**config.mk**
```make
export PLATFORM = sky130hd
export DESIGN_NAME = frequency_based_cache_replacement_core
export DESIGN_NICKNAME = d
export VERILOG_FILES = /design/src/rtl/core/fbrc_pkg.sv /design/src/rtl/core/frequency_based_cache_replacement_core.sv
export SDC_FILE = /design/constraint.sdc
export NUM_CORES = 1
export LEC_CHECK = 0
export BUFFER_PORTS_ARGS = -buffer_cell sky130_fd_sc_hd__buf_2
export CORE_ASPECT_RATIO = 1.4
export CORE_UTILIZATION = 55
export CTS_BUF_LIST = sky130_fd_sc_hd__clkbuf_8
export DETAILED_ROUTE_END_ITERATION = 8
export PLACE_DENSITY = 0.71
export SLEW_MARGIN = 20
export SYNTH_ARGS = -nofsm -noshare
export SYNTH_HDL_FRONTEND = slang
export SYNTH_SLANG_ARGS = --single-unit
```
**constraint.sdc**
```tcl
create_clock -name clock -period 8.2 [get_ports clock]
set_clock_uncertainty 0.2 [all_clocks]
set_input_delay 0.41 -clock clock [delete_from_list [all_inputs] [get_ports clock]]
set_output_delay 0.41 -clock clock [all_outputs]
set_load 0.03 [all_outputs]
```
**src/rtl/core/fbrc_pkg.sv**
```systemverilog
// ---------------------------------------------------------------------------
// fbrc_pkg: shared definitions for the frequency-based replacement core
// Widths, defaults, register indexes and the sequencer state type.
// ---------------------------------------------------------------------------
package fbrc_pkg;

   localparam int ENTRIES_DEFAULT    = 16;
   localparam int COUNT_BITS_DEFAULT = 16;

   localparam int FD_W   = 16;
   localparam int BN_W   = 31;
   localparam int KEY_W  = FD_W + BN_W;
   localparam int SLOT_W = 4;
   localparam int CFG_W  = 5;

   localparam int REQ_DATA_W = 48;
   localparam int RSP_DATA_W = 56;
   localparam int RSP_USER_W = 2;

   localparam int CSR_INDEX_W = 1;
   localparam logic [CSR_INDEX_W-1:0] CSR_NEW_SECTION = 1'b0;
   localparam logic [CSR_INDEX_W-1:0] CSR_OLD_SECTION = 1'b1;

   localparam logic [CFG_W-1:0] NEW_SECTION_RESET = 5'd4;
   localparam logic [CFG_W-1:0] OLD_SECTION_RESET = 5'd8;

   typedef enum logic [3:0] {
      ST_IDLE,
      ST_ORD,
      ST_KEY,
      ST_CMP,
      ST_DEC,
      ST_SH_RD,
      ST_SH_WR,
      ST_TAIL,
      ST_OUT
   } state_type;

endpackage

```
**src/rtl/core/frequency_based_cache_replacement_core.sv**
```systemverilog
// ---------------------------------------------------------------------------
// frequency_based_cache_replacement_core
// Block cache directory with frequency-based replacement over a recency list.
// ---------------------------------------------------------------------------
// Usage:
//   req_* carries one access (descriptor, block number). rsp_* returns one
//   result per access: hit / evicted flags in tuser, slot and evicted key in
//   tdata. csr_* writes the new and old section sizes; always ready.
// Structure: keys, counts and the recency list sit in single-port-read memories
//   with a registered read. The search walks each list position through an
//   order read, a key/count read and a compare; the list update moves each
//   entry with an order read and an order write.
// One access is in work at a time; req_tready is high only when idle. The
//   result sits in an output register, so a new access may start while the
//   previous result waits on rsp_tready; a stalled receiver only holds the
//   finished access in its last cycle.
// Reset empties the directory (occupied count to zero) and sets the section
//   sizes to 4 and 8. No clearing pass is needed.
// ---------------------------------------------------------------------------
module frequency_based_cache_replacement_core #(
   parameter int ENTRIES    = fbrc_pkg::ENTRIES_DEFAULT,
   parameter int COUNT_BITS = fbrc_pkg::COUNT_BITS_DEFAULT
) (
   input  logic                                clock,
   input  logic                                reset,
   input  logic                                req_tvalid,
   output logic                                req_tready,
   // [15:0] file_descriptor, [46:16] block_number, [47] zero
   input  logic [fbrc_pkg::REQ_DATA_W-1:0]     req_tdata,
   output logic                                rsp_tvalid,
   input  logic                                rsp_tready,
   // [3:0] slot, [19:4] evicted_descriptor, [50:20] evicted_block, [55:51] zero
   output logic [fbrc_pkg::RSP_DATA_W-1:0]     rsp_tdata,
   // [0] hit, [1] evicted
   output logic [fbrc_pkg::RSP_USER_W-1:0]     rsp_tuser,
   input  logic                                csr_valid,
   output logic                                csr_ready,
   input  logic [fbrc_pkg::CSR_INDEX_W-1:0]    csr_index,
   input  logic [fbrc_pkg::CFG_W-1:0]          csr_data
);

   localparam int IDX_W = $clog2(ENTRIES);
   localparam int OCC_W = $clog2(ENTRIES + 1);
   localparam int CMP_W = (OCC_W > fbrc_pkg::CFG_W) ? OCC_W : fbrc_pkg::CFG_W;
   localparam int KEY_W = fbrc_pkg::KEY_W;
   localparam int FD_W  = fbrc_pkg::FD_W;
   localparam int BN_W  = fbrc_pkg::BN_W;
   localparam logic [COUNT_BITS-1:0] COUNT_MAX = {COUNT_BITS{1'b1}};

   // memories
   logic [KEY_W-1:0]      key_mem   [ENTRIES];
   logic [COUNT_BITS-1:0] count_mem [ENTRIES];
   logic [IDX_W-1:0]      order_mem [ENTRIES];

   logic [KEY_W-1:0]      key_rd_ff;
   logic [COUNT_BITS-1:0] count_rd_ff;
   logic [IDX_W-1:0]      order_rd_ff;

   // memory ports
   logic                  kc_we;
   logic [IDX_W-1:0]      kc_waddr;
   logic [KEY_W-1:0]      key_wdata;
   logic [COUNT_BITS-1:0] count_wdata;
   logic                  key_we;
   logic [IDX_W-1:0]      kc_raddr;
   logic                  ord_we;
   logic [IDX_W-1:0]      ord_waddr;
   logic [IDX_W-1:0]      ord_wdata;
   logic [IDX_W-1:0]      ord_raddr;

   // control / datapath registers
   fbrc_pkg::state_type   state_ff, state_in;
   logic [OCC_W-1:0]      occ_ff, occ_in;
   logic [OCC_W-1:0]      pos_ff, pos_in;
   logic [KEY_W-1:0]      key_ff, key_in;
   logic [IDX_W-1:0]      slot_ff, slot_in;
   logic                  hit_ff, hit_in;
   logic                  ev_ff, ev_in;
   logic [COUNT_BITS-1:0] cnt_ff, cnt_in;
   logic [OCC_W-1:0]      best_pos_ff, best_pos_in;
   logic [IDX_W-1:0]      best_slot_ff, best_slot_in;
   logic [COUNT_BITS-1:0] best_cnt_ff, best_cnt_in;
   logic [KEY_W-1:0]      best_key_ff, best_key_in;
   logic [fbrc_pkg::CFG_W-1:0] new_size_ff, old_size_ff;

   logic                  rsp_valid_ff, rsp_valid_in;
   logic                  rsp_load;
   logic [fbrc_pkg::RSP_DATA_W-1:0] rsp_data_ff;
   logic [fbrc_pkg::RSP_USER_W-1:0] rsp_user_ff;

   logic [CMP_W-1:0]      occ_x, pos_x, new_x, old_x, lim;
   logic                  full;
   logic                  in_new;
   logic [OCC_W-1:0]      pos_nx;
   logic [OCC_W-1:0]      occ_m1;
   logic [IDX_W+3:0]      slot_ext;
   logic [KEY_W-1:0]      ev_key;

   assign occ_x  = CMP_W'(occ_ff);
   assign pos_x  = CMP_W'(pos_ff);
   assign new_x  = CMP_W'(new_size_ff);
   assign old_x  = CMP_W'(old_size_ff);
   assign full   = (occ_ff == OCC_W'(ENTRIES));
   assign pos_nx = pos_ff + OCC_W'(1);
   assign occ_m1 = occ_ff - OCC_W'(1);

   // eviction window: zero means one, clamp to occupancy
   always_comb begin
      lim = (old_x == '0) ? CMP_W'(1) : old_x;
      if (lim > occ_x) lim = occ_x;
   end

   assign in_new = (new_x >= occ_x) || (pos_x >= occ_x - new_x);

   // memories
   always_ff @(posedge clock) begin
      if (kc_we) begin
         if (key_we) key_mem[kc_waddr] <= key_wdata;
         count_mem[kc_waddr] <= count_wdata;
      end
      key_rd_ff   <= key_mem[kc_raddr];
      count_rd_ff <= count_mem[kc_raddr];
   end

   always_ff @(posedge clock) begin
      if (ord_we) order_mem[ord_waddr] <= ord_wdata;
      order_rd_ff <= order_mem[ord_raddr];
   end

   // configuration
   assign csr_ready = 1'b1;

   always_ff @(posedge clock) begin
      if (reset) begin
         new_size_ff <= fbrc_pkg::NEW_SECTION_RESET;
         old_size_ff <= fbrc_pkg::OLD_SECTION_RESET;
      end else if (csr_valid) begin
         case (csr_index)
            fbrc_pkg::CSR_NEW_SECTION: new_size_ff <= csr_data;
            fbrc_pkg::CSR_OLD_SECTION: old_size_ff <= csr_data;
            default: ;
         endcase
      end
   end

   // sequencer
   always_comb begin
      state_in     = state_ff;
      occ_in       = occ_ff;
      pos_in       = pos_ff;
      key_in       = key_ff;
      slot_in      = slot_ff;
      hit_in       = hit_ff;
      ev_in        = ev_ff;
      cnt_in       = cnt_ff;
      best_pos_in  = best_pos_ff;
      best_slot_in = best_slot_ff;
      best_cnt_in  = best_cnt_ff;
      best_key_in  = best_key_ff;
      rsp_load     = 1'b0;
      req_tready   = 1'b0;

      kc_we       = 1'b0;
      key_we      = 1'b0;
      kc_waddr    = slot_ff;
      key_wdata   = key_ff;
      count_wdata = COUNT_BITS'(1);
      kc_raddr    = order_rd_ff;
      ord_we      = 1'b0;
      ord_waddr   = pos_ff[IDX_W-1:0];
      ord_wdata   = order_rd_ff;
      ord_raddr   = pos_ff[IDX_W-1:0];

      case (state_ff)
         fbrc_pkg::ST_IDLE: begin
            req_tready = 1'b1;
            if (req_tvalid) begin
               key_in   = {req_tdata[FD_W-1:0], req_tdata[FD_W+BN_W-1:FD_W]};
               pos_in   = '0;
               hit_in   = 1'b0;
               ev_in    = 1'b0;
               state_in = fbrc_pkg::ST_ORD;
            end
         end
         fbrc_pkg::ST_ORD: begin
            if (pos_ff == occ_ff) state_in = fbrc_pkg::ST_DEC;
            else                  state_in = fbrc_pkg::ST_KEY;
         end
         fbrc_pkg::ST_KEY: begin
            slot_in  = order_rd_ff;
            state_in = fbrc_pkg::ST_CMP;
         end
         fbrc_pkg::ST_CMP: begin
            // strict less keeps ties on the least recent entry
            if (pos_ff == '0 || (pos_x < lim && count_rd_ff < best_cnt_ff)) begin
               best_pos_in  = pos_ff;
               best_slot_in = slot_ff;
               best_cnt_in  = count_rd_ff;
               best_key_in  = key_rd_ff;
            end
            if (key_rd_ff == key_ff) begin
               hit_in   = 1'b1;
               cnt_in   = count_rd_ff;
               state_in = fbrc_pkg::ST_DEC;
            end else begin
               pos_in   = pos_nx;
               state_in = fbrc_pkg::ST_ORD;
            end
         end
         fbrc_pkg::ST_DEC: begin
            if (hit_ff) begin
               if (!in_new && cnt_ff != COUNT_MAX) begin
                  kc_we       = 1'b1;
                  kc_waddr    = slot_ff;
                  count_wdata = cnt_ff + COUNT_BITS'(1);
               end
               state_in = fbrc_pkg::ST_SH_RD;
            end else if (full) begin
               kc_we     = 1'b1;
               key_we    = 1'b1;
               kc_waddr  = best_slot_ff;
               slot_in   = best_slot_ff;
               pos_in    = best_pos_ff;
               ev_in     = 1'b1;
               state_in  = fbrc_pkg::ST_SH_RD;
            end else begin
               kc_we     = 1'b1;
               key_we    = 1'b1;
               kc_waddr  = occ_ff[IDX_W-1:0];
               ord_we    = 1'b1;
               ord_waddr = occ_ff[IDX_W-1:0];
               ord_wdata = occ_ff[IDX_W-1:0];
               slot_in   = occ_ff[IDX_W-1:0];
               occ_in    = occ_ff + OCC_W'(1);
               state_in  = fbrc_pkg::ST_OUT;
            end
         end
         fbrc_pkg::ST_SH_RD: begin
            ord_raddr = pos_nx[IDX_W-1:0];
            if (pos_nx < occ_ff) state_in = fbrc_pkg::ST_SH_WR;
            else                 state_in = fbrc_pkg::ST_TAIL;
         end
         fbrc_pkg::ST_SH_WR: begin
            ord_we    = 1'b1;
            ord_waddr = pos_ff[IDX_W-1:0];
            ord_wdata = order_rd_ff;
            pos_in    = pos_nx;
            state_in  = fbrc_pkg::ST_SH_RD;
         end
         fbrc_pkg::ST_TAIL: begin
            ord_we    = 1'b1;
            ord_waddr = occ_m1[IDX_W-1:0];
            ord_wdata = slot_ff;
            state_in  = fbrc_pkg::ST_OUT;
         end
         fbrc_pkg::ST_OUT: begin
            if (!rsp_valid_ff || rsp_tready) begin
               rsp_load = 1'b1;
               state_in = fbrc_pkg::ST_IDLE;
            end
         end
         default: state_in = fbrc_pkg::ST_IDLE;
      endcase
   end

   always_ff @(posedge clock) begin
      if (reset) begin
         state_ff <= fbrc_pkg::ST_IDLE;
         occ_ff   <= '0;
      end else begin
         state_ff <= state_in;
         occ_ff   <= occ_in;
      end
   end

   always_ff @(posedge clock) begin
      pos_ff       <= pos_in;
      key_ff       <= key_in;
      slot_ff      <= slot_in;
      hit_ff       <= hit_in;
      ev_ff        <= ev_in;
      cnt_ff       <= cnt_in;
      best_pos_ff  <= best_pos_in;
      best_slot_ff <= best_slot_in;
      best_cnt_ff  <= best_cnt_in;
      best_key_ff  <= best_key_in;
   end

   // output register
   assign slot_ext = {4'b0, slot_ff};
   assign ev_key   = ev_ff ? best_key_ff : '0;

   always_comb begin
      rsp_valid_in = rsp_valid_ff;
      if (rsp_load)        rsp_valid_in = 1'b1;
      else if (rsp_tready) rsp_valid_in = 1'b0;
   end

   always_ff @(posedge clock) begin
      if (reset) rsp_valid_ff <= 1'b0;
      else       rsp_valid_ff <= rsp_valid_in;
   end

   always_ff @(posedge clock) begin
      if (rsp_load) begin
         rsp_data_ff <= {5'b0, ev_key[BN_W-1:0], ev_key[KEY_W-1:BN_W], slot_ext[3:0]};
         rsp_user_ff <= {ev_ff, hit_ff};
      end
   end

   assign rsp_tvalid = rsp_valid_ff;
   assign rsp_tdata  = rsp_data_ff;
   assign rsp_tuser  = rsp_user_ff;

endmodule

```
After elaboration in Yosys (flattened, before gate mapping)
Memories as Yosys holds them, arrays and structs flattened. A register that Yosys moved wholly into a read port is not among the register bits. Cells that the tools add are included.

Multiply operators: 0. Shift operators: 0. Bitwise logic cells: 3. Muxes and demuxes: 55. Divide/modulo/power cells: 0. Equal/unequal tests: 18. $lt $le $gt $ge: 6. Reduce and logical (&&, ||, !) cells: 26. $add $sub $neg: 5.

Operator list (number): $mux 16 (3); $mux 4 (12); $eq 47x47->1 (1); $pmux 4 s9 (1); $mux 5 (6); $mux 1 (24); $pmux 4 s2 (3); $pmux 5 s4 (1); $add 16x1->16 const B (1); $eq 4x3->1 const B (4); $lt 16x16->1 (1); $ne 16x16->1 const B (1); $ne 2x2->1 const B (6); $reduce_and 2->1 (6); $add 5x1->5 const B (2); $ge 5x5->1 (2); $logic_not 5->1 (2); $lt 5x5->1 (2); $eq 4x2->1 const B (2); $reduce_bool 2->1 (4); $mux 3 (2); $pmux 1 s2 (3); $reduce_and 3->1 (2); $eq 5x5->1 (1); other kinds (15) (21).

Bits in writable memories: 1072. Bits in registers: 219. Word-level logic and storage cells: 134. Bits of input ports: 59. ROM bits: 0. Memories: 3. Output and inout port bits: 61. Latch bits: 0.

Memories: key_mem (depth 16, width 47, read ports 1, clocked after memory_dff 1, write ports 1, RTL line frequency_based_cache_replacement_core.sv:51) `logic [KEY_W-1:0] key_mem [ENTRIES];`; count_mem (depth 16, width 16, read ports 1, clocked after memory_dff 1, write ports 1, RTL line frequency_based_cache_replacement_core.sv:52) `logic [COUNT_BITS-1:0] count_mem [ENTRIES];`; order_mem (depth 16, width 4, read ports 1, clocked after memory_dff 1, write ports 1, RTL line frequency_based_cache_replacement_core.sv:53) `logic [IDX_W-1:0] order_mem [ENTRIES];`.

Logic depth before layout (Yosys ltp)
Depth in word-level cells: 10. Gate-level depth with buffers: 14. Gate-level depth less buffers: 13.

Least setup slack after synthesis
OpenSTA, ideal clock, no wires.

Path kind: register -> register. From: reg occ_ff[2]. To: reg best_cnt_ff[0] (enable). Setup slack: -390 ps. Library setup time: 601 ps. Stages on the path, launching flop included: 14. Arrival time: 7789 ps. Cell sequence: dfxtp_1 -> clkbuf_1 -> inv_1 -> ha_1 -> nand3_1 -> a21boi_0 -> o32ai_1 -> a21oi_1 -> ha_1 -> a211oi_1 -> o311ai_0 -> nor2_1 -> nand3_1 -> o21ai_0.

Cells in the longest elaborated chain, start to end: 6.

RTL lines: start: declaration (RTL line frequency_based_cache_replacement_core.sv:73) `logic [OCC_W-1:0] occ_ff, occ_in;`; start signal: assignment (RTL line frequency_based_cache_replacement_core.sv:272) `occ_ff <= occ_in;`; $gt 5x5->1 (RTL line frequency_based_cache_replacement_core.sv:110) `if (lim > occ_x) lim = occ_x;`; $mux 5 (*) (RTL line frequency_based_cache_replacement_core.sv:110); $lt 5x5->1 (*) (RTL line frequency_based_cache_replacement_core.sv:195) `if (pos_ff == '0 || (pos_x < lim && count_rd_ff < best_cnt_ff)) begin`; $logic_and 1x1->1 (*) (RTL line frequency_based_cache_replacement_core.sv:195); $logic_or 1x1->1 (*) (RTL line frequency_based_cache_replacement_core.sv:195); $reduce_and 2->1 (no source line) (*); end signal: assignment (RTL line frequency_based_cache_replacement_core.sv:285) `best_cnt_ff <= best_cnt_in;`; end: declaration (RTL line frequency_based_cache_replacement_core.sv:82) `logic [COUNT_BITS-1:0] best_cnt_ff, best_cnt_in;`.

Mark *: on every way between the ends. The rest lies on a longest branch, timed or not. A chain may end at the register's enable or synchronous reset.

Worst setup path in the final report
From: reg occ_ff[2]. To: reg best_key_ff[1] (enable).

Cells in the longest elaborated chain, start to end: 6.

RTL lines: $gt 5x5->1 (RTL line frequency_based_cache_replacement_core.sv:110); $mux 5 (*) (RTL line frequency_based_cache_replacement_core.sv:110); $lt 5x5->1 (*) (RTL line frequency_based_cache_replacement_core.sv:195); $logic_and 1x1->1 (*) (RTL line frequency_based_cache_replacement_core.sv:195); $logic_or 1x1->1 (*) (RTL line frequency_based_cache_replacement_core.sv:195); $reduce_and 2->1 (no source line) (*); end signal: assignment (RTL line frequency_based_cache_replacement_core.sv:286) `best_key_ff <= best_key_in;`; end: declaration (RTL line frequency_based_cache_replacement_core.sv:83) `logic [KEY_W-1:0] best_key_ff, best_key_in;`.

Marked as above.

==> results.yml <==
final_layout:
  final_common_cell: "edfxtp_1"
  fill_cells: 6313
  layout_common_cells: "edfxtp_1 (1,271), mux4_2 (335), clkbuf_8 (218)"
  syn_to_final_growth_pct: 13.6
  nets: 2887
  postLayoutCoreUtil_pct: 63.0
  layout-drive-gt1-share_pct: 27.5
hold_path:
  hold_class: "in2reg"
timing:
  tns_ps: 0
  rsz0062_at_grt: "false"
  slew_headroom_pct: 23.6
  fin_crit_sh_pct: 67.5
  hold_ws_ps: 81.3
  report.final.slew_viol_count: 0
  finalWorstSetupSlack_ps: 2670
  period_minus_slack_ps: 5530
  setup_violations: 0
  worst_pin_slew_ps: 1140
  hold_viol_final: 0
  fmax_mhz: 181
synthesis:
  synth_edf_count: 1271
  yosys_most_used_dff: "edfxtp_1"
  syn_inst: 2436
  ys_async_sr_fraction_pct: 0
  synth_seq_cells: 1358
  seq_area_frac_synth_pct: 76.7
  synth_cell_types: 68
  avgSynthCellArea_um2: 21.4
  syn_area_mm2: 0.0520
  ys_warn_count: 0
outcome:
  status: "finished clean"
setup_path:
  cp_max_fo: 49
  timing.rr.end: "best_key_ff[1]"
  crit_required_ps: 8520
  startpoint: "occ_ff[2]"
  reg2reg_from: "occ_ff[2]"
  crit_arrival_ps: 5850
  ff2ff_setup_slack_ps: 2670
  start_kind: "flip-flop"
  endpoint_kind: "flip-flop"
  r2r_cells: 13
  cp-endpoint: "best_key_ff[1]"
  path_class: "reg2reg"
grt:
  grt_max_degree: 131
  grt_overflow: 0
  antenna_found_initial: 1
  grt_pass1_wl_um: 171000
  grt_usage_pct: 24.9
  first_global_vias: 26700
clock_tree:
  cts_buffers: 192
  cts_tree: "built"
  clockRootBuffer: "clkbuf_8"
  htreeDepth: 4
  clock_latency_ps: 900
  cts_resized: 0
  clk_pin_slew_worst_paths_ps: 60
  cts.sinks: 1358
  cts_buffer_depth: 3
run:
  drv_cap: 0
drt:
  wl_per_cell_um: 27.5
  postRouteWirelength_um: 115000
  drt_iter0_drc: 2089
  drc: 0
  num_vias: 25400
  dr.pass1.iters: 5
  ant_nets: 0
  vias_per_cell: 6.09
place:
  detailedPlace.worstSlack_ps: 2820
  gp_congestion: 0.846
  port_buffers: 112
  dp_hpwl_um: 60700
power:
  internal-power_mw: 11.2
  sw_frac_of_total_pct: 24.0
  total_power_mw: 14.7
  pwr-share-comb_pct: 10.1
  ir_drop_uv: 183
  p_leak_nw: 18.7
  powerDensity_mw_per_mm2: 249
  power.share.clock_pct: 34.9
  switchingPower_mw: 3.54
  pwr-share-seq_pct: 55.0
die:
  pin_count: 120
  core-area_mm2: 0.0939
  dieArea_mm2: 0.0958
  die_w_um: 262
  row_count: 133
  start_util_pct: 55.4
  die_h_um: 366
[synthesized netlist by cell type (6+ instances only)]
cell         n  share of area, %
nand2b_1    10              0.12
nor2_1      93              0.67
mux2i_1     18              0.35
nor2b_1      6             0.072
nor3_1      26              0.25
clkbuf_1    74              0.53
xor2_1      19              0.32
nand4_1     23              0.28
buf_2       19              0.18
and2_1      50              0.60
nand3_1     27              0.26
a21o_1       6             0.087
xnor2_1     59              0.99
o211ai_1     6             0.087
buf_4        7              0.10
a21oi_1     30              0.29
mux4_2     335                15
nand2_1     57              0.41
dfxtp_1     87               3.3
inv_1       38              0.27
ha_1        45               1.1
and3_1       7             0.084
nor4_1       8             0.096
o21ai_0     21              0.20
edfxtp_1  1271                73
a22oi_1      7              0.10
buf_1       13             0.094
[metrics by stage]
step / std cells / instance area [um^2]
2_1_floorplan: 2440 / 52000
3_3_place_gp: 3700 / 54300
3_5_place_dp: 3700 / 54300
4_1_cts: 4163 / 59100
5_1_grt: 4165 / 59100
6_report: 4165 / 59100
[worst min-delay path by stage]
stage | slack, ps | from | endpoint | cells after the start
final | 80 | req_tdata[43] | key_ff[27] | 2
after CTS | 5 | req_tdata[6] | key_ff[37] | 2
after global placement | 230 | count_rd_ff[0] | cnt_ff[0] | 0
after floorplan | 220 | count_rd_ff[0] | best_cnt_ff[0] | 0
after detailed placement | 240 | key_rd_ff[14] | best_key_ff[14] | 0
after global routing | 30 | req_tdata[6] | key_ff[37] | 2
[repair_timing]
item,CTS,global route
hold buffers,102,0
setup buffers,0,0
hold endpoints to repair,69,0
[power by group through the flow]
stage	Clock (mW)	Sequential, mW	Combinational [mW]
after CTS	5.24	8.10	1.52
after global placement	0	8.23	1.45
after global routing	5.53	8.13	1.59
final	5.15	8.10	1.49
after floorplan	0	8.06	1.17
after detailed placement	0	8.25	1.48
[logic make-up after synthesis]
logic type / Yosys count / share of synthesized area, %
compound gates: 121 / 1.60
xor+xnor: 79 / 1.34
fa+ha+maj: 46 / 1.12
buf+inv: 155 / 1.24
flops: 1358 / 76.7
mux: 353 / 14.8
other cells: 2 / 0.0144
simple gates: 322 / 3.12
[layer usage]
| layer | global-route usage (%) | part of all wire (%) | vias up |
|---|---|---|---|
| met4 | 8.79 | 2.8 | 0 |
| met2 | 41.9 | 52 | 1017 |
| met5 | 0 | 0 | - |
| met3 | 4.12 | 6.4 | 203 |
| li1 | - | - | 10700 |
| met1 | 32.9 | 38 | 13400 |
[layout make-up]
class / count / area (um^2) / area share [%]
Antenna cell: 1 / 2.50 / 0.00423
Clock buffer: 218 / 3000 / 5.08
Clock inverter: 143 / 805 / 1.36
Inverter: 40 / 150 / 0.254
Multi-Input combinational cell: 927 / 11700 / 19.8
Sequential cell: 1358 / 39900 / 67.5
Tap cell: 1215 / 1520 / 2.57
Timing Repair Buffer: 263 / 2000 / 3.38
[critical path, cell delays in order (launching register included)]
cell and delay, ps:
dfxtp_1 600, inv_1 240, ha_1 370, nand3_1 110, a21boi_0 130, o32ai_1 770, a21oi_1 190, ha_1 220
a211oi_1 420, o311ai_0 230, nor2_1 140, nand3_1 150, o21ai_4 880, buf_12 420
[flip-flops by register name, summed over array words and instances, names as in the netlist, 5 cells and up]
signal,flops
count_rd_ff,16
occ_ff,5
new_size_ff,5
best_pos_ff,5
cnt_ff,16
old_size_ff,5
key_ff,47
key_mem,752
key_rd_ff,47
best_cnt_ff,16
order_mem,64
rsp_tdata,51
count_mem,256
best_key_ff,47
pos_ff,5
No activity file was read; power rests on OpenSTA's default activity.
